**config.mk**
```make
export PLATFORM = sky130hd
export DESIGN_NAME = cmv_queue
export DESIGN_NICKNAME = d
export VERILOG_FILES = /design/src/rtl/cmv_pkg.sv /design/src/rtl/cmv_queue.sv
export SDC_FILE = /design/constraint.sdc
export NUM_CORES = 1
export LEC_CHECK = 0
export BUFFER_PORTS_ARGS = -buffer_cell sky130_fd_sc_hd__buf_2
export CAP_MARGIN = 10
export CORE_AREA = 2 2 138 140
export DETAILED_ROUTE_END_ITERATION = 6
export DIE_AREA = 0 0 140 142
export PLACE_DENSITY = 0.63
export SETUP_SLACK_MARGIN = 0.1
export SYNTH_ARGS = -nofsm -noshare
export SYNTH_HDL_FRONTEND = slang
export SYNTH_SLANG_ARGS = --single-unit
```
**constraint.sdc**
```tcl
create_clock -name clk -period 7.35 [get_ports clk]
set_clock_uncertainty 0.05 [all_clocks]
set_input_delay 0 -clock clk [delete_from_list [all_inputs] [get_ports clk]]
set_output_delay 0 -clock clk [all_outputs]
set_load 0.1 [all_outputs]
```
**src/rtl/cmv_pkg.sv**
```systemverilog
// Shared types, constants and modular add for the circulant matrix-vector block.
// No dependencies; every other file imports this package.
`default_nettype none

package cmv_pkg;

    localparam int WORD_W    = 32;
    localparam int IDX_W     = 6;
    localparam int CNT_W     = 7;
    localparam int MAX_N_DEF = 64;
    localparam int IN_DATA_W  = 64;
    localparam int OUT_DATA_W = 40;

    localparam logic [WORD_W-1:0] MOD_RESET = 32'd4294967291;

    // One classified input transaction, as handed from the front to the back
    typedef struct packed {
        logic [WORD_W-1:0] x;
        logic [WORD_W-1:0] gen;
        logic [IDX_W-1:0]  addr;
        logic [CNT_W-1:0]  n;
        logic              store;
        logic              start;
    } cmd_t;

    // Operands below p (or p zero: plain wrap)
    function automatic logic [WORD_W-1:0] add_mod(input logic [WORD_W-1:0] a,
                                                  input logic [WORD_W-1:0] b,
                                                  input logic [WORD_W-1:0] p);
        logic [WORD_W:0] s;
        begin
            s = {1'b0, a} + {1'b0, b};
            if ((p != '0) && (s >= {1'b0, p}))
            begin
                s = s - {1'b0, p};
            end
            return s[WORD_W-1:0];
        end
    endfunction

endpackage

`default_nettype wire

```
**src/rtl/cmv_queue.sv**
```systemverilog
// Two-entry queue of classified transactions between the front and the back.
// Depends on cmv_pkg.
`default_nettype none

module cmv_queue
    import cmv_pkg::*;
(
    input  wire logic clk,
    input  wire logic rst_n,
    input  wire logic push_valid,
    output logic      push_ready,
    input  cmd_t      push_cmd,
    output logic      pop_valid,
    input  wire logic pop_ready,
    output cmd_t      pop_cmd
);

    cmd_t       slot_reg [2];
    logic       wr_ptr_reg;
    logic       rd_ptr_reg;
    logic [1:0] fill_reg;
    logic       do_push;
    logic       do_pop;

    assign push_ready = (fill_reg != 2'd2);
    assign pop_valid  = (fill_reg != 2'd0);
    assign pop_cmd    = slot_reg[rd_ptr_reg];
    assign do_push    = push_valid && push_ready;
    assign do_pop     = pop_valid && pop_ready;

    always_ff @(posedge clk or negedge rst_n)
    begin
        if (!rst_n)
        begin
            wr_ptr_reg <= 1'b0;
            rd_ptr_reg <= 1'b0;
            fill_reg   <= 2'd0;
        end
        else
        begin
            if (do_push)
            begin
                wr_ptr_reg <= ~wr_ptr_reg;
            end
            if (do_pop)
            begin
                rd_ptr_reg <= ~rd_ptr_reg;
            end
            if (do_push && !do_pop)
            begin
                fill_reg <= fill_reg + 2'd1;
            end
            else if (do_pop && !do_push)
            begin
                fill_reg <= fill_reg - 2'd1;
            end
        end
    end

    always_ff @(posedge clk)
    begin
        if (do_push)
        begin
            slot_reg[wr_ptr_reg] <= push_cmd;
        end
    end

endmodule

`default_nettype wire

```
# After elaboration in Yosys (flattened, before gate mapping)

Memories as Yosys holds them, arrays and structs flattened.
Cells that the tools add are included.

Register bits after elaboration: 4
RAM bits: 158
Input bits: 83
Output and inout port bits: 81
Word-level logic and storage cells: 21
Memories kept: 1

Add/subtract/negate cells: 2
Equal/unequal tests: 1
Muxes and demuxes: 4
Bitwise gates (word level): 2
Reduce and logical (&&, ||, !) cells: 8

Memories:

| memory   | depth | width | rd ports | clocked after memory_dff | write ports | line            | RTL |
|---|---|---|---|---|---|---|---|
| slot_reg | 2     | 79    | 1        | 0                        | 1           | cmv_queue.sv:18 | `cmd_t slot_reg [2];` |

Operators by type and width:

| cell                  | number |
|---|---|
| $logic_and A1 B1 Y1   | 4 |
| $mux W2               | 2 |
| $reduce_bool A2 Y1    | 2 |
| $add A2 B1 Y2 const B | 1 |
| $logic_not A1 Y1      | 2 |
| $mux W1               | 2 |
| $ne A2 B2 Y1 const B  | 1 |
| $not A1 Y1            | 2 |
| $sub A2 B1 Y2 const B | 1 |

# Depth between registers and ports, before layout

Gate-level depths: netlist of run 1.

Word-level depth: 6
Gate-level depth with buffers: 7
Mapped depth without buffers: 7

# Least setup slack after synthesis of run 1

No wires, ideal clock.

Path type: register to register
Start point: register fill_reg[0]
End point: memory slot_reg[0][0] in the netlist's numbering, enable pin
Library setup time: 0.517 ns
Data arrival time: 4.786 ns
Slack: 1.996 ns
Cell stages (with the launch flop): 4
Buffers on the path: 0
Clock period less this slack: 5.354 ns
Cells stage by stage: dfrtp_1 > nand2b_1 > nand2_1 > nor2_1

Longest elaborated chain between the ends: 4

Ends and longest elaborated chain:

| element                       | line            | RTL |
|---|---|---|
| start, declared               | cmv_queue.sv:21 | `logic [1:0] fill_reg;` |
| start signal, assigned        | cmv_queue.sv:51 | `fill_reg <= fill_reg + 2'd1;` |
| start signal, assigned        | cmv_queue.sv:55 | `fill_reg <= fill_reg - 2'd1;` |
| $ne A2 B2 Y1                  | cmv_queue.sv:25 | `assign push_ready = (fill_reg != 2'd2);` |
| net push_ready                | cmv_queue.sv:11 | `output logic push_ready,` |
| $logic_and A1 B1 Y1           | cmv_queue.sv:28 | `assign do_push = push_valid && push_ready;` |
| $mux W1                       | cmv_queue.sv:62 | `if (do_push)` |
| $mux W1 (not written as such) | cmv_queue.sv:64 | `slot_reg[wr_ptr_reg] <= push_cmd;` |
| end, declared                 | cmv_queue.sv:18 |  |

The timed path passes the listed nets, and every way through them passes these cells.

==> results.md, run 1 <==
* number of nets in the final layout: 607
* router iterations before antenna repair: 7
* RD Place Congestion: 0.6889
* CP Cell Sequence: buf_4, mux2_4, buf_2
* DP Wirelength: 6.955 mm
* violations in the final reports: DRC
* initial core utilization: 34.12%
* Achievable Freq: 0.3414 GHz
* number of cells produced by synthesis: 264
* Filler cells: 1560
* highest-delay cell along the critical path: sky130_fd_sc_hd__dfrtp_4
* post-synthesis sequential area ratio: 76.95%
* initial drt markers: 159
* total via count in the routed design: 3301
* Worst Path Required: 7.30 ns
* Synth warnings: 0
* DIE WIDTH: 140 um
* element type at the critical path start: flop
* Buffers on Ports: 163
* status: finished, violations left
* largest net degree at the start of global routing: 80
* number of placed cells counting well taps: 655
* maximum level of the CTS H-tree: 4
* number of global-route vias before repair: 3565
* vias per inst: 4.281
* initial antenna violation count: 0
* MaxCap Viol Count: 0
* worst-case clock buffer depth: 2
* clock tree sinks: 162
* setup-violating endpoint count in the final report: 0
* buffer cell driving the clock tree root: sky130_fd_sc_hd__clkbuf_16
* worst setup margin: 4.421 ns
* die footprint: 19880 sq um
* # rows: 50
* global router's overall resource usage: 12.00%
* kind of critical path: reg -> out
* layout overhead on the synthesized area: 38.02%
* postcts setup bufs: 0
* GRT Residual Overflow: 0
* Final Hold Vio Count: 0
* height of the chip: 142 um
* area of the multi-input gates: 1289 sq um
* worst slack, placed: 4.819 ns
* final sum of negative setup slack: 0 ns
* post-synthesis sequential element count: 162
* DRC violations left: 28
* number of different library cells in the post-synthesis netlist: 14
* post-synthesis instance area: 6296 sq um
* setup repair after global routing missed its margin: no
* boundary pin count: 164
* Synth Net Count: 348
* final critical-path share of the clock period: 39.85%
* first-pass GRT wire length: 17.98 mm
* path class of the lowest-slack min-delay path: in -> reg
* Core Area: 18460 sq um
* Resized cells post-CTS: 0
* CP max stage delay: 0.92 ns
* non-filler cells, final: 771
* max reg flops: 158
* max-slew violation total from the final report: 0
* worst-margin pin slew: 1.083 ns
* number of buffers created by CTS: 17
* post-synthesis area per instance: 23.85 sq um
* CTS tree: built
* area taken by flip-flops and latches: 4848 sq um
* Worst Path Arrival: 2.88 ns
* post-detailed-route count of antenna-violating nets: 0
* wire length reported by the detailed router: 11.65 mm
* normalized max-slew margin: 27.79%
* Routed wire per std cell: 15.11 um
* worst-path fanout max: 41
* minimum period implied by the final worst setup slack: 2.929 ns
* clock slew at the register clock pins of the worst setup and hold paths: 0.07 ns
* critical path capture point type: output pin
* clock insertion delay at the later pin of the skew report: 0.42 ns
* share of final-layout standard cells stronger than drive strength 1: 52.24%
==> worst max-delay path, delay by kind of cell, from the launching register on <==
family / cells / cell delay [ns]
buf+inv: 2 / 1.18
mux: 1 / 0.29
flops: 1 / 0.92
==> final cells by class <==
cell class	count	area share, %
flip-flops and latches	162	55.80
repair buffers	249	19.21
multi-input cells	92	14.83
clock buffers	17	4.896
well taps	234	3.369
clock inverters	15	1.829
inverters	1	0.04320
diodes	1	0.02880
==> timing repair <==
item / 4_1_cts / 5_1_grt
endpoints found under the hold margin: 165 / 0
hold buffers: 83 / 0
endpoints found under the setup margin: 0 / 0
==> Yosys cell counts <==
cell type / instances / area [sq um]
sky130_fd_sc_hd__edfxtp_1: 158 / 4745
sky130_fd_sc_hd__mux2_4: 79 / 1186
sky130_fd_sc_hd__inv_1: 1 / 3.750
sky130_fd_sc_hd__xor2_1: 2 / 17.52
sky130_fd_sc_hd__nand2b_1: 1 / 6.260
sky130_fd_sc_hd__nor2_1: 2 / 7.510
sky130_fd_sc_hd__buf_12: 8 / 160.2
sky130_fd_sc_hd__dfrtp_1: 4 / 100.1
sky130_fd_sc_hd__or2_1: 1 / 6.260
sky130_fd_sc_hd__nand2_1: 2 / 7.510
sky130_fd_sc_hd__xnor2_1: 3 / 26.28
sky130_fd_sc_hd__ha_1: 1 / 12.51
sky130_fd_sc_hd__and3_1: 1 / 6.260
sky130_fd_sc_hd__buf_6: 1 / 11.26
==> per-layer routing <==
layer / vias up / GRT usage (%) / share of wire (%)
met5: - / 0 / 0
met4: 0 / 5.104 / 1.7
met3: 18 / 4.105 / 6.0
met2: 113 / 20.56 / 51
met1: 1610 / 13.82 / 41
li1: 1560 / - / -
==> kinds of logic after synthesis <==
group	Yosys count	share of synthesized area, %
buffers and inverters	10	2.782
multiplexers	79	18.84
adder cells (fa/ha/maj)	1	0.1987
flip-flops	162	76.95
AND/OR/NAND/NOR	7	0.5368
XOR/XNOR	5	0.6957
==> worst paths after layout <==
path,start,end,slack (ns),depth (start not counted)
min in group asynchronous,rst_n,rd_ptr_reg,0.43,3
hold reg to reg,fill_reg[1],fill_reg[1],0.46,1
hold / removal,push_cmd[54],slot_reg[1][54],0.25,2
max in group asynchronous,rst_n,rd_ptr_reg,6.64,3
setup / recovery,rd_ptr_reg,pop_cmd[63],4.42,3
setup reg to reg,fill_reg[0],slot_reg[0][74],5.24,4
==> stage by stage <==
step,cell area (sq um),hold slack (ns),util [%]
2_1_floorplan,6296,-0.3456,-
3_3_place_gp,7272,-0.2427,39.40
3_5_place_dp,7272,-0.2403,39.40
4_1_cts,8687,0.2323,47.07
5_1_grt,8687,0.2354,47.07
6_report,8690,0.2504,47.08
==> cells in the final DEF (no fill, tap or decap) <==
master / n
sky130_fd_sc_hd__and3_4: 1
sky130_fd_sc_hd__buf_2: 163
sky130_fd_sc_hd__buf_4: 3
sky130_fd_sc_hd__bufinv_16: 2
sky130_fd_sc_hd__clkbuf_16: 17
sky130_fd_sc_hd__clkinv_2: 3
sky130_fd_sc_hd__clkinv_4: 4
sky130_fd_sc_hd__clkinvlp_4: 3
sky130_fd_sc_hd__dfrtp_1: 3
sky130_fd_sc_hd__dfrtp_4: 1
sky130_fd_sc_hd__diode_2: 1
sky130_fd_sc_hd__dlygate4sd3_1: 83
sky130_fd_sc_hd__edfxtp_1: 158
sky130_fd_sc_hd__ha_1: 1
sky130_fd_sc_hd__inv_1: 1
sky130_fd_sc_hd__inv_6: 3
sky130_fd_sc_hd__mux2_4: 79
sky130_fd_sc_hd__nand2_1: 2
sky130_fd_sc_hd__nand2b_1: 1
sky130_fd_sc_hd__nor2_1: 1
sky130_fd_sc_hd__nor2_4: 1
sky130_fd_sc_hd__or2_1: 1
sky130_fd_sc_hd__xnor2_1: 3
sky130_fd_sc_hd__xor2_1: 2
Power of run 1 is not shown: default switching activity piles up to over one toggle a cycle in this logic, so the estimate is an artifact.
==> run 2: changes to the inputs <==
Clock period 7.35 ns to 2.7 ns, I/O delays scaled along.
==> run 2 against run 1 <==
  * The run still ends with DRC left
  * Final cell count rose by 0.26%
  * Setup slack got worse by 3.9 ns
  * Register-to-register slack got worse by 4.3 ns
  * Routed wire length rose by 1.5%
  * Flip-flop and latch count did not move
  * Count of clock-buffer cells in the layout rose by 2
  * Cell area rose by 0.43%
  * Core utilization rose by 0.20 points
  * First-iteration DRC count fell by 22%
  * Global-route usage rose by 0.18 points
  * Sequential share of layout area fell by 0.24 points
  * Via count rose by 0.24%
  * Critical path type unchanged
  * Largest cell class unchanged
==> results.md, run 2 (synthesis results as in run 1) <==
* worst-margin pin slew: 0.6412 ns
* boundary pin count: 164
* status: finished, violations left
* vias per inst: 4.281
* postcts setup bufs: 0
* worst setup margin: 0.5380 ns
* kind of critical path: reg -> out
* worst-case clock buffer depth: 2
* router iterations before antenna repair: 7
* minimum period implied by the final worst setup slack: 2.162 ns
* Final Hold Vio Count: 0
* clock slew at the register clock pins of the worst setup and hold paths: 0.06 ns
* CP max stage delay: 0.68 ns
* height of the chip: 142 um
* max reg flops: 158
* number of buffers added to fix hold violations after cts: 83
* violations in the final reports: DRC
* buffer cell driving the clock tree root: sky130_fd_sc_hd__clkbuf_16
* initial antenna violation count: 0
* most common cell after layout, fill and taps aside: sky130_fd_sc_hd__buf_2
* die footprint: 19880 sq um
* number of placed cells counting well taps: 658
* post-detailed-route count of antenna-violating nets: 0
* Achievable Freq: 0.4625 GHz
* RD Place Congestion: 0.7084
* max-slew violation total from the final report: 0
* CTS tree: built
* Core Area: 18460 sq um
* path class of the lowest-slack min-delay path: in -> reg
* global router's overall resource usage: 12.18%
* final cell utilization of the core: 47.29%
* MaxCap Viol Count: 0
* setup repair after global routing missed its margin: no
* n_diodes: 0
* final sum of negative setup slack: 0 ns
* # rows: 50
* clock tree sinks: 162
* non-filler cells, final: 773
* wire length reported by the detailed router: 11.82 mm
* DRC violations left: 11
* number of nets in the final layout: 610
* total via count in the routed design: 3309
* most frequent cells in the layout: 163 x sky130_fd_sc_hd__buf_2, 158 x sky130_fd_sc_hd__edfxtp_1, 83 x sky130_fd_sc_hd__dlygate4sd3_1
* element type at the critical path start: flop
* DIE WIDTH: 140 um
* largest net degree at the start of global routing: 80
* share of final-layout standard cells stronger than drive strength 1: 51.95%
* Buffers on Ports: 163
* slack of the worst reg-to-reg path: 0.99 ns
* clock insertion delay at the later pin of the skew report: 0.41 ns
* DP Wirelength: 7.308 mm
* initial core utilization: 34.12%
* final critical-path share of the clock period: 80.07%
* Worst Path Required: 2.65 ns
* setup-violating endpoint count in the final report: 0
* combined buffer and inverter count along the critical path: 2
* worst-path fanout max: 40
* first-pass GRT wire length: 18.27 mm
* number of global-route vias before repair: 3597
* cell class contributing the biggest share of worst-path delay: buffers and inverters
* normalized max-slew margin: 57.25%
* number of buffers created by CTS: 17
* worst slack, placed: 0.9340 ns
* GRT Residual Overflow: 0
* initial drt markers: 124
* Resized cells post-CTS: 0
* critical path capture point type: output pin
* Worst Path Arrival: 2.11 ns
* Filler cells: 1556
* CP Cell Sequence: buf_12, mux2_4, buf_2
* Routed wire per std cell: 15.30 um
* highest-delay cell along the critical path: sky130_fd_sc_hd__dfrtp_4
* maximum level of the CTS H-tree: 4
* layout overhead on the synthesized area: 38.61%
run 2: final timing paths:
| kind | from | to | cells after the start |
|---|---|---|---|
| worst min-delay path | push_cmd[67] | slot_reg[1][67] | 2 |
| worst max-delay path | rd_ptr_reg | pop_cmd[50] | 3 |
| min in group asynchronous | rst_n | rd_ptr_reg | 3 |
| worst min register to register | fill_reg[0] | fill_reg[0] | 1 |
| worst max register to register | fill_reg[0] | slot_reg[1][2] | 3 |
| max in group asynchronous | rst_n | rd_ptr_reg | 3 |
run 2: cell type report:
cell class | count | area [sq um] | area share (%)
multi-input combinational | 92 | 1296 | 14.85
clock inverter | 13 | 136.4 | 1.563
tap | 234 | 292.8 | 3.355
inverter | 1 | 3.754 | 0.04301
sequential | 162 | 4848 | 55.56
timing repair buffer | 252 | 1717 | 19.67
clock buffer | 19 | 432.9 | 4.961
run 2: per-layer routing:
layer / routed length [um] / GRT usage, % / up-vias
met5: 0 / 0 / -
met4: 176 / 4.997 / 0
met3: 661 / 4.105 / 14
met2: 6202 / 21.73 / 100
met1: 4783 / 13.41 / 1631
li1: - / - / 1564
run 2: worst register-to-register path, stage by stage (launching register included):
cell and delay, ns:
sky130_fd_sc_hd__dfrtp_1 0.40, sky130_fd_sc_hd__nand2b_4 0.16, sky130_fd_sc_hd__and3_4 0.18, sky130_fd_sc_hd__buf_4 0.50
run 2: through the flow:
| stage | instance area [sq um] | hold slack, ns |
|---|---|---|
| floorplan | 6312 | -0.3456 |
| global placement | 7327 | -0.2270 |
| detailed placement | 7327 | -0.2241 |
| CTS | 8727 | 0.2276 |
| global route | 8727 | 0.2398 |
| finish | 8727 | 0.2493 |
Power of run 2 is left out for the same reason.
