<file path="config.mk">
export PLATFORM = sky130hd
export DESIGN_NAME = cmv_front
export DESIGN_NICKNAME = d
export VERILOG_FILES = /design/src/rtl/cmv_pkg.sv /design/src/rtl/cmv_front.sv
export SDC_FILE = /design/constraint.sdc
export NUM_CORES = 1
export LEC_CHECK = 0
export BUFFER_PORTS_ARGS = -buffer_cell sky130_fd_sc_hd__buf_4
export CELL_PAD_IN_SITES_DETAIL_PLACEMENT = 0
export CELL_PAD_IN_SITES_GLOBAL_PLACEMENT = 2
export CORE_MARGIN = 4
export CORE_UTILIZATION = 11
export DETAILED_ROUTE_END_ITERATION = 12
export PLACE_DENSITY_LB_ADDON = 0.08
export REMOVE_ABC_BUFFERS = 1
export SYNTH_ARGS = -nofsm -noshare
export SYNTH_HDL_FRONTEND = slang
export SYNTH_SLANG_ARGS = --single-unit
</file>
<file path="constraint.sdc">
create_clock -name clk -period 1.2 [get_ports clk]
set_input_delay 0.18 -clock clk [delete_from_list [all_inputs] [get_ports clk]]
set_output_delay 0.18 -clock clk [all_outputs]
set_load 0.02 [all_outputs]
</file>
<file path="src/rtl/cmv_pkg.sv">
// Shared types, constants and modular add for the circulant matrix-vector block.
// No dependencies; every other file imports this package.
`default_nettype none

package cmv_pkg;

    localparam int WORD_W    = 32;
    localparam int IDX_W     = 6;
    localparam int CNT_W     = 7;
    localparam int MAX_N_DEF = 64;
    localparam int IN_DATA_W  = 64;
    localparam int OUT_DATA_W = 40;

    localparam logic [WORD_W-1:0] MOD_RESET = 32'd4294967291;

    // One classified input transaction, as handed from the front to the back
    typedef struct packed {
        logic [WORD_W-1:0] x;
        logic [WORD_W-1:0] gen;
        logic [IDX_W-1:0]  addr;
        logic [CNT_W-1:0]  n;
        logic              store;
        logic              start;
    } cmd_t;

    // Operands below p (or p zero: plain wrap)
    function automatic logic [WORD_W-1:0] add_mod(input logic [WORD_W-1:0] a,
                                                  input logic [WORD_W-1:0] b,
                                                  input logic [WORD_W-1:0] p);
        logic [WORD_W:0] s;
        begin
            s = {1'b0, a} + {1'b0, b};
            if ((p != '0) && (s >= {1'b0, p}))
            begin
                s = s - {1'b0, p};
            end
            return s[WORD_W-1:0];
        end
    endfunction

endpackage

`default_nettype wire

</file>
<file path="src/rtl/cmv_front.sv">
// Front end: accepts input transactions, tracks the load position and classifies each item.
// Depends on cmv_pkg.
`default_nettype none

module cmv_front
    import cmv_pkg::*;
#(
    parameter int MAX_N = MAX_N_DEF
)
(
    input  wire logic                 clk,
    input  wire logic                 rst_n,
    input  wire logic                 in_valid,
    output logic                      in_ready,
    input  wire logic [WORD_W-1:0]    in_x,
    input  wire logic [WORD_W-1:0]    in_gen,
    input  wire logic                 in_last,
    output logic                      push_valid,
    input  wire logic                 push_ready,
    output cmd_t                      push_cmd
);

    localparam int NW = $clog2(MAX_N + 1);

    logic [NW-1:0] count_reg;
    logic [NW-1:0] count_next;
    logic          room;
    logic          accept;

    assign room       = (count_reg < NW'(MAX_N));
    assign in_ready   = push_ready;
    assign push_valid = in_valid;
    assign accept     = in_valid && push_ready;

    always_comb
    begin
        push_cmd       = '0;
        push_cmd.x     = in_x;
        push_cmd.gen   = in_gen;
        push_cmd.addr  = IDX_W'(count_reg);
        push_cmd.store = room;
        push_cmd.start = in_last;
        push_cmd.n     = room ? CNT_W'(count_reg + NW'(1)) : CNT_W'(count_reg);

        count_next = count_reg;
        if (accept)
        begin
            if (in_last)
            begin
                count_next = '0;
            end
            else if (room)
            begin
                count_next = count_reg + NW'(1);
            end
        end
    end

    always_ff @(posedge clk or negedge rst_n)
    begin
        if (!rst_n)
        begin
            count_reg <= '0;
        end
        else
        begin
            count_reg <= count_next;
        end
    end

endmodule

`default_nettype wire

</file>
Yosys cells after proc, flatten, opt, wreduce, memory -nomap -nowiden:

Index checks and enable logic that the tools add are counted.

* add/sub/neg operators: 1
* $lt $le $gt $ge: 1
* mux-type cells: 2
* reduce and logical (&&, ||, !) cells: 1

Operators with widths (count)
* 2-to-1 mux 7 bit: 2
* adder 7 x 1 -> 7 bit, second input constant: 1
* < comparator 7 bit, second input constant: 1
* logical AND 1 bit: 1

* bits in registers: 7
* output and inout bits: 81
* word-level logic and storage cells: 6

Logic depth before layout (Yosys ltp):

Gate-level depths: netlist of run 1.

* depth after elaboration: 3
* mapped depth: 4
* depth with buffers taken out: 4

Worst setup path after synthesis of run 1:

OpenSTA, ideal clock, no wires.

* kind: register to output
* from: register count_reg[0]
* to: output push_cmd[6] (netlist name)
* arrival: 1.226 ns
* slack: -0.206 ns
* cell stages (with the launch flop): 4
* cells stage by stage: dfrtp_1 > ha_1 > nand4b_1 > xnor2_1

RTL lines
* start: declaration: RTL line cmv_front.sv:25 `logic [NW-1:0] count_reg;`
* start signal: assignment: RTL line cmv_front.sv:67 `count_reg <= count_next;`
* end: declaration: RTL line cmv_front.sv:20 `output cmd_t push_cmd`

==> metrics.cfg, run 1 <==
[final_layout]
syn2layout_area_growth_pct=13.38
antennaDiodeCount=0
layout.cells.non_filler=200
nets=163
largest_reg_flops=7
drive_gt1_frac=0.7500
utilization=0.1289

[timing]
worst_slack_ps=-301.8
fin_crit_ps=1502
fmax_ghz=0.6659
fin_setup_tns_ps=-2369
final_max_slew_viol_count=0
worst_pin_slew_ps=225.9
rsz0062_at_grt=yes
relSlewSlack=0.8481
hold_viol_final=0
post-route-period-util=1.252
finClkSkew_ps=4.228
setup_viol=13

[setup_path]
crit_type=reg2out
reg2regPathDepth=4
reg2reg_to=count_reg[1]$_DFFE_PN0P_
cp_cell_sequence=ha_4 > mux2_4 > buf_6
cp_data_arrival_time_ps=1320
cp_max_fo=3
cp.required_ps=1020
cp-end-kind=output pin
regToRegSetupSlack_ps=-160
critical-path-max-stage-delay_ps=430
r2r_start=count_reg[1]$_DFFE_PN0P_
cp-start-kind=flip-flop
cp_slowest_cell=dfrtp_2

[placement]
pre_cts_ws_ps=-156.8
place_inst=187
hpwl_microns=5668
port_buffers=21
gp_congestion=0.6892

[clock_tree]
clk_pin_slew_ps=40
htreeDepth=1
clockBufferDepth=2
clk_latency_ps=230
clock-sinks=7
cts_root_buffer=clkbuf_8
cts_tree=yes
numCtsBuffers=3

[floorplanning]
die_w_microns=103.4
coreArea_sq_mm=0.008806
die-area_sq_mm=0.01069
initial_core_util=0.1137
die_h_microns=103.4
pin_count=150
fp-row-count=34

[synthesis]
synth_edf_count=0
ys_seq_elements=7
synth_cell_types=24
syn_area_sq_mm=0.001001
avgSynthCellArea_sq_um=8.555
ys_warn_count=0
synth_cells=117
synth.largest_area_cell=buf_4
synth.area.top_cells=buf_4 55%, dfrtp_1 18%, xnor2_1 4.4%
async_flop_share=1.000
synth.yosys.seq_area_share=0.1750
synth.top_cell.area_share=0.5550
synth_ff_type=dfrtp_1

[route]
final_antenna_net_count=0
drtIter0Drc=10
routedWlPerCell_microns=32.28
via_count=676
wirelength_microns=6456
route.detailed.drc=0
via_per_inst=3.380
dr.pass1.iters=3

[pwr]
powerDensity_mw_per_mm2=1136
power_leakage_nw=0.4707
max-vdd-ir-drop_uv=325.9
power_mw=1.289

[grt]
grt_use_total=0.1205
grt_pass1_vias=741
grt_first_pass_wirelength_microns=8100
grt_max_degree=11
grt_overflow=0
antenna_found_initial=0

[run_status]
status=complete, but fails checks
failed_checks=negative setup slack

[hold_path]
hp-class=in2async

[job]
cap_violations=0

## synth_stat cells (2+ instances only)
cell type,number
a22o_1,2
a221o_1,2
nand2_1,4
inv_1,2
nor2_1,2
nor2b_1,3
xnor2_1,5
dfrtp_1,7
nor4_1,2
buf_4,74
## cells by family after synthesis
group	share of synthesized area
AOI/OAI and AO/OA	0.07125
xor gates and xnor gates	0.04375
adders and majority gates	0.01250
buffers and inverters	0.5737
DFF	0.1750
muxes	0.01125
and+or+nand+nor	0.1125
## per-stage QoR
stage | area, sq um | hold WS (ps)
floorplan | 434.2 | -115.6
global placement | 859.6 | 14.66
finish | 1135 | 334.9
global route | 1135 | 343.1
detailed placement | 859.6 | 10.94
CTS | 1071 | 333.6
## placed cells by master (no fill, tap or decap), types with 2 or more instances in the layout
cell and count:
xnor2_1 2, dfrtp_2 4, xnor2_2 3, nor2b_1 2, buf_6 14, nor4_2 2, a22o_1 2, a221o_1 2
clkbuf_8 3, nand2_1 3, dfrtp_1 3, buf_4 30
## per-layer routing
layer / vias to the layer above / track usage / routed length (microns)
li1: 258 / - / -
met1: 318 / 0.1405 / 2512
met2: 96 / 0.1093 / 1822
met3: 4 / 0.1818 / 2072
met4: 0 / 0.02092 / 49
met5: - / 0.03365 / 0
## final cells by class
type / instances / area [sq um]
fillers: 989 / 7671
repair buffers: 46 / 412.9
multi-input cells: 33 / 351.6
flip-flops and latches: 7 / 180.2
well taps: 108 / 135.1
clock buffers: 4 / 45.04
inverters: 2 / 10.01
## power breakdown
| group | total, mW | switching, mW | internal (mW) |
|---|---|---|---|
| combinational | 0.634 | 0.297 | 0.337 |
| sequential | 0.318 | 0.0454 | 0.272 |
| clock | 0.338 | 0.107 | 0.230 |
## worst max path at each step
stage | from | end | slack (ps)
final | count_reg[1]$_DFFE_PN0P_ | push_cmd[3] | -300
after global routing | count_reg[1]$_DFFE_PN0P_ | push_cmd[6] | -360
after CTS | count_reg[1]$_DFFE_PN0P_ | push_cmd[6] | -330
after detailed placement | count_reg[0]$_DFFE_PN0P_ | push_cmd[6] | -160
after global placement | count_reg[1]$_DFFE_PN0P_ | push_cmd[6] | -170
after floorplan | count_reg[0]$_DFFE_PN0P_ | push_cmd[6] | -350
## critical path, delay by kind of cell (launching register included)
kind                     cells  cell delay (ps)
adder cells (fa/ha/maj)      1              240
multiplexers                 1              290
flip-flops                   1              430
buffers and inverters        1              140
## timing repair
action,4_1_cts,5_1_grt
pin swaps,8,5
hold buffers,1,0
buffers inserted,7,5
endpoints found under the setup margin,15,16
gates resized for setup,29,12
hold endpoints to repair,7,0
Note: power is estimated with default switching activity, not from simulation.
==> run 2, diff against run 1 <==
--- a/config.mk
+++ b/config.mk
@@ -10,6 +10,7 @@
 export CELL_PAD_IN_SITES_GLOBAL_PLACEMENT = 2
 export CORE_MARGIN = 4
 export CORE_UTILIZATION = 11
+export CTS_BUF_LIST = sky130_fd_sc_hd__clkbuf_8
 export DETAILED_ROUTE_END_ITERATION = 12
 export PLACE_DENSITY_LB_ADDON = 0.08
 export REMOVE_ABC_BUFFERS = 1
==> run 2 against run 1 <==
Effect of this change: the run still ends with negative setup slack left; flip-flop and latch count unchanged; critical endpoint is now push_cmd[7]; critical path type unchanged; sequential power down 2%; clock skew down 0.87 ps; sequential share of layout area up 0.58 points; utilization down 0.54 points.
==> metrics.cfg, run 2 (synthesis gave the netlist of run 1 again) <==
[clock_tree]
clk_latency_ps=230  ; about the same
htreeDepth=1  ; unchanged
cts_tree=yes
clock-sinks=7  ; unchanged
cts_root_buffer=clkbuf_8
clk_pin_slew_ps=40  ; about the same
clockBufferDepth=2  ; unchanged
numCtsBuffers=3  ; unchanged

[final_layout]
final_common_cell=buf_4
utilization=0.1235  ; -0.005399
final_area_sq_mm=0.001087  ; -4.2%
largest_reg_flops=7  ; unchanged
antennaDiodeCount=0  ; unchanged
final_cell_mix=31 x buf_4, 11 x buf_6, 4 x nand2_1, 4 x dfrtp_1
drive_gt1_frac=0.6889  ; -0.06111
nets=161  ; -1.2%
syn2layout_area_growth_pct=8.625

[setup_path]
cp.required_ps=1020  ; about the same
cp_cell_sequence=buf_4 > nand4b_4 > nor2_4 > xnor2_2 > buf_4
cp-end-kind=output pin
cp_max_fo=4  ; +1
cp_slowest_cell=dfrtp_1
crit_type=reg2out
critical-path-max-stage-delay_ps=400  ; -30 ps
crit_top_cell=buf_4
cp-start-kind=flip-flop
cp_data_arrival_time_ps=1330  ; about the same

[timing]
fin_crit_ps=1514  ; +12.64 ps
setup_viol=12  ; -1
worst_slack_ps=-314.5  ; -12.64 ps
final_max_slew_viol_count=0  ; unchanged
hold_viol_final=0  ; unchanged
post-route-period-util=1.262  ; +0.01053
fmax_ghz=0.6603  ; -0.83%
worst_pin_slew_ps=213.0  ; -12.88 ps
rsz0062_at_grt=yes
relSlewSlack=0.8558  ; +0.007629
finClkSkew_ps=3.361  ; -0.8669 ps

[route]
via_per_inst=3.369  ; -0.33%
wirelength_microns=6451  ; about the same
final_antenna_net_count=0  ; unchanged
routedWlPerCell_microns=32.58  ; +0.93%
via_count=667  ; -1.3%
dr.pass1.iters=4  ; +1
route.detailed.drc=0  ; unchanged
drtIter0Drc=12  ; +2

[run_status]
failed_checks=negative setup slack
status=complete, but fails checks

[placement]
pre_cts_ws_ps=-156.8  ; unchanged
dpl_cell_area_sq_um=859.6  ; unchanged
hpwl_microns=5668  ; unchanged
gp_congestion=0.6892  ; unchanged
port_buffers=21  ; unchanged

[floorplanning]
die-area_sq_mm=0.01069  ; unchanged
pin_count=150  ; unchanged
fp-row-count=34  ; unchanged
initial_core_util=0.1137  ; unchanged
die_w_microns=103.4  ; unchanged
die_h_microns=103.4  ; unchanged
coreArea_sq_mm=0.008806  ; unchanged

[pwr]
power_leakage_nw=0.4629  ; -1.7%
max-vdd-ir-drop_uv=317.0  ; -2.7%
powerDensity_mw_per_mm2=1158  ; +2.0%

[grt]
antenna_found_initial=0  ; unchanged
grt_pass1_vias=733  ; -1.1%
grt_overflow=0  ; unchanged
grt_first_pass_wirelength_microns=8066  ; -0.42%
grt_use_total=0.1202  ; -0.0002770
grt_max_degree=11  ; unchanged

[job]
cap_violations=0  ; unchanged

[hold_path]
hp-class=in2async

==> run 2: per-layer routing <==
layer,vias up,global-route usage,wire length (microns)
met5,-,0.03365,0
met4,0,0.02092,49
met3,4,0.1818,2083
met2,96,0.1088,1819
met1,313,0.1401,2499
li1,254,-,-
==> run 2: stage by stage <==
stage                     std cells  setup TNS [ps]  hold slack [ps]  power (mW)
after detailed placement        187          -966.4            10.94      0.8155
final                           198           -2377            334.2       1.260
after global placement          187           -1177            14.66      0.8242
after CTS                       196           -2585            333.6       1.248
after global routing            198           -3257            343.2       1.340
after floorplan                  42           -2410           -115.6      0.5148
==> run 2: path summary, 6_finish.rpt <==
kind | end | startpoint | depth (start not counted) | slack, ps
worst max-delay path | push_cmd[7] | count_reg[0]$_DFFE_PN0P_ | 5 | -310
worst min-delay path | count_reg[1]$_DFFE_PN0P_ | rst_n | 2 | 330
worst max register to register | count_reg[1]$_DFFE_PN0P_ | count_reg[1]$_DFFE_PN0P_ | 4 | -160
worst min register to register | count_reg[4]$_DFFE_PN0P_ | count_reg[4]$_DFFE_PN0P_ | 2 | 680
max in group asynchronous | count_reg[6]$_DFFE_PN0P_ | rst_n | 2 | 710
min in group clk | count_reg[6]$_DFFE_PN0P_ | in_last | 4 | 360
==> run 2: where the power goes <==
group	switching [mW]	total, mW	internal [mW]
logic	0.293	0.618	0.325
clock network	0.108	0.330	0.222
registers	0.0409	0.312	0.271
==> run 2: what timing repair did <==
item / in CTS / in global routing
setup endpoints to repair: 15 / 16
pin swaps: 8 / 0
hold endpoints to repair: 7 / 0
resized for setup: 23 / 8
hold buffers: 1 / 0
buffers inserted: 6 / 3
==> run 2: layout make-up <==
class                   instances  area (sq um)
clock buffers                   3         41.29
clock inverters                 1         3.754
fillers                       991          7719
inverters                       2         7.507
multi-input cells              33         334.1
flip-flops and latches          7         178.9
well taps                     108         135.1
repair buffers                 44         386.6
==> run 2: critical path: cells and delay by family (launching register included) <==
kind,cells,cell delay (ps)
flops,1,400
buf+inv,2,300
simple gates,2,290
xor+xnor,1,120
==> run 3, diff against run 2 <==
--- a/config.mk
+++ b/config.mk
@@ -8,12 +8,13 @@
 export BUFFER_PORTS_ARGS = -buffer_cell sky130_fd_sc_hd__buf_4
 export CELL_PAD_IN_SITES_DETAIL_PLACEMENT = 0
 export CELL_PAD_IN_SITES_GLOBAL_PLACEMENT = 2
-export CORE_MARGIN = 4
+export CORE_MARGIN = 10
 export CORE_UTILIZATION = 11
 export CTS_BUF_LIST = sky130_fd_sc_hd__clkbuf_8
 export DETAILED_ROUTE_END_ITERATION = 12
 export PLACE_DENSITY_LB_ADDON = 0.08
 export REMOVE_ABC_BUFFERS = 1
+export SLEW_MARGIN = 20
 export SYNTH_ARGS = -nofsm -noshare
 export SYNTH_HDL_FRONTEND = slang
 export SYNTH_SLANG_ARGS = --single-unit
==> run 3 against run 2 <==
Effect of this change: critical path depth fell by 1; the flow still finishes with violations (negative setup slack); register-to-register slack worse by 50 ps; non-clock buffer count fell by 3; via count increased by 2.8%; critical endpoint unchanged; largest cell class unchanged; combinational power down 6.8%; utilization decreased by 0.17 points.
==> metrics.cfg, run 3 (synthesis gave the netlist of run 1 again) <==
[run_status]
status=complete, but fails checks
failed_checks=negative setup slack

[timing]
fmax_ghz=0.6606  ; about the same
finClkSkew_ps=4.195  ; +0.8344 ps
setup_viol=12  ; unchanged
relSlewSlack=0.8383  ; -0.01743
final_max_slew_viol_count=0  ; unchanged
fin_crit_ps=1514  ; -0.6140 ps
rsz0062_at_grt=yes
post-route-period-util=1.262  ; about the same
worst_pin_slew_ps=238.7  ; +25.74 ps
worst_slack_ps=-313.8  ; +0.6140 ps
hold_viol_final=0  ; unchanged
fin_setup_tns_ps=-2196  ; +180.4 ps

[setup_path]
cp-start-kind=flip-flop
r2r_start=count_reg[6]$_DFFE_PN0P_
cp_data_arrival_time_ps=1330  ; about the same
reg2regPathDepth=4  ; unchanged
regToRegSetupSlack_ps=-210  ; -50 ps
cp_max_fo=4  ; unchanged
cp-end-kind=output pin
crit_type=reg2out
cp.required_ps=1020  ; about the same
reg2reg_to=count_reg[5]$_DFFE_PN0P_

[final_layout]
syn2layout_area_growth_pct=7.125
nets=158  ; -1.9%
largest_reg_flops=7  ; unchanged
final_cell_mix=30 x buf_4, 9 x buf_6, 4 x dfrtp_2
antennaDiodeCount=0  ; unchanged
drive_gt1_frac=0.7011  ; +0.01226
fillCellCount=977  ; -1.4%
final_common_cell=buf_4
final_area_sq_mm=0.001072  ; -1.4%

[grt]
grt_use_total=0.1002  ; -0.02004
grt_max_degree=11  ; unchanged
grt_overflow=0  ; unchanged
grt_pass1_vias=803  ; +9.5%
grt_first_pass_wirelength_microns=8569  ; +6.2%
antenna_found_initial=0  ; unchanged

[placement]
port_buffers=21  ; unchanged
hpwl_microns=5746  ; +1.4%
gp_congestion=0.6051  ; -12%
dpl_cell_area_sq_um=844.6  ; -1.7%

[pwr]
switchingPower_mw=0.4393  ; -0.67%
swShare=0.3599  ; +0.008779
powerDensity_mw_per_mm2=1138  ; -1.7%
p_clk_frac=0.272  ; +0.010
seq_power_share=0.256  ; +0.008
p_int_mw=0.7814  ; -4.4%
max-vdd-ir-drop_uv=233.1  ; -26%
power_leakage_nw=0.4489  ; -3.0%
combinationalPowerShare=0.472  ; -0.018

[clock_tree]
clk_pin_slew_ps=40  ; about the same
clock-sinks=7  ; unchanged
numCtsBuffers=3  ; unchanged
cts_tree=yes
htreeDepth=1  ; unchanged
clockBufferDepth=2  ; unchanged
cts_root_buffer=clkbuf_8
clk_latency_ps=230  ; about the same

[floorplanning]
coreArea_sq_mm=0.008806  ; unchanged
initial_core_util=0.1137  ; unchanged
pin_count=150  ; unchanged
die_w_microns=115.4  ; +12%
die-area_sq_mm=0.01331  ; +25%
fp-row-count=34  ; unchanged
die_h_microns=115.4  ; +12%

[route]
final_antenna_net_count=0  ; unchanged
via_count=686  ; +2.8%
dr.pass1.iters=4  ; unchanged
route.detailed.drc=0  ; unchanged
drtIter0Drc=6  ; -6
routedWlPerCell_microns=35.17  ; +7.9%
via_per_inst=3.518  ; +4.4%
wirelength_microns=6858  ; +6.3%

[job]
cap_violations=0  ; unchanged

[hold_path]
hp-class=in2async

-- run 3: worst max-delay path by stage --
stage / startpoint / end / slack, ps / cells past startpoint
6_report: count_reg[6]$_DFFE_PN0P_ / push_cmd[7] / -310 / 4
5_1_grt: count_reg[1]$_DFFE_PN0P_ / push_cmd[7] / -380 / 5
4_1_cts: count_reg[0]$_DFFE_PN0P_ / push_cmd[6] / -320 / 4
3_5_place_dp: count_reg[6]$_DFFE_PN0P_ / count_reg[5]$_DFFE_PN0P_ / -110 / 3
3_3_place_gp: count_reg[6]$_DFFE_PN0P_ / push_cmd[7] / -120 / 4
2_1_floorplan: count_reg[0]$_DFFE_PN0P_ / push_cmd[6] / -350 / 3
-- run 3: layout make-up --
| cell class | count | area (sq um) | share of cell area |
|---|---|---|---|
| sequential | 7 | 180.2 | 0.1680 |
| tap | 108 | 135.1 | 0.1260 |
| clock inverter | 1 | 3.754 | 0.003501 |
| timing repair buffer | 41 | 356.6 | 0.3326 |
| inverter | 2 | 10.01 | 0.009335 |
| clock buffer | 3 | 41.29 | 0.03851 |
| multi-input combinational | 33 | 345.3 | 0.3221 |
-- run 3: routing by layer --
layer / vias to the layer above / track usage / share of wire
li1: 246 / - / -
met1: 315 / 0.1218 / 0.42
met2: 119 / 0.07742 / 0.27
met3: 6 / 0.1448 / 0.30
met4: 0 / 0.03041 / 0.010
met5: - / 0.04444 / 0
-- run 3: worst max-delay path: stages, from the launching register on --
cell and delay (ps):
dfrtp_2 430, nand4b_4 230, nor2_4 160, xnor2_2 120
buf_4 160
-- run 3: stage by stage --
| step | util | hold WS, ps | total power, mW | std cells | setup WS (ps) |
|---|---|---|---|---|---|
| floorplan | - | -115.6 | 0.5148 | 42 | -347.1 |
| global placement | 0.09591 | 12.79 | 0.8130 | 185 | -123.2 |
| detailed placement | 0.09591 | 11.38 | 0.8049 | 185 | -109.5 |
| CTS | 0.1100 | 326.6 | 1.192 | 192 | -323.1 |
| global route | 0.1218 | 351.1 | 1.305 | 195 | -384.3 |
| finish | 0.1218 | 315.3 | 1.221 | 195 | -313.8 |
-- run 3: repair_timing --
action	in CTS	in global routing
resized for setup	14	19
buffers inserted	2	4
pin swaps	4	9
hold endpoints to repair	7	0
setup endpoints to repair	12	16
gates cloned	0	0
hold buffers	1	0
-- run 3: power groups by stage --
stage	logic [mW]	clock network (mW)	registers (mW)
after global routing	0.623	0.361	0.321
after detailed placement	0.502	0	0.303
after floorplan	0.154	0	0.361
after CTS	0.541	0.349	0.301
final	0.576	0.332	0.312
after global placement	0.508	0	0.305
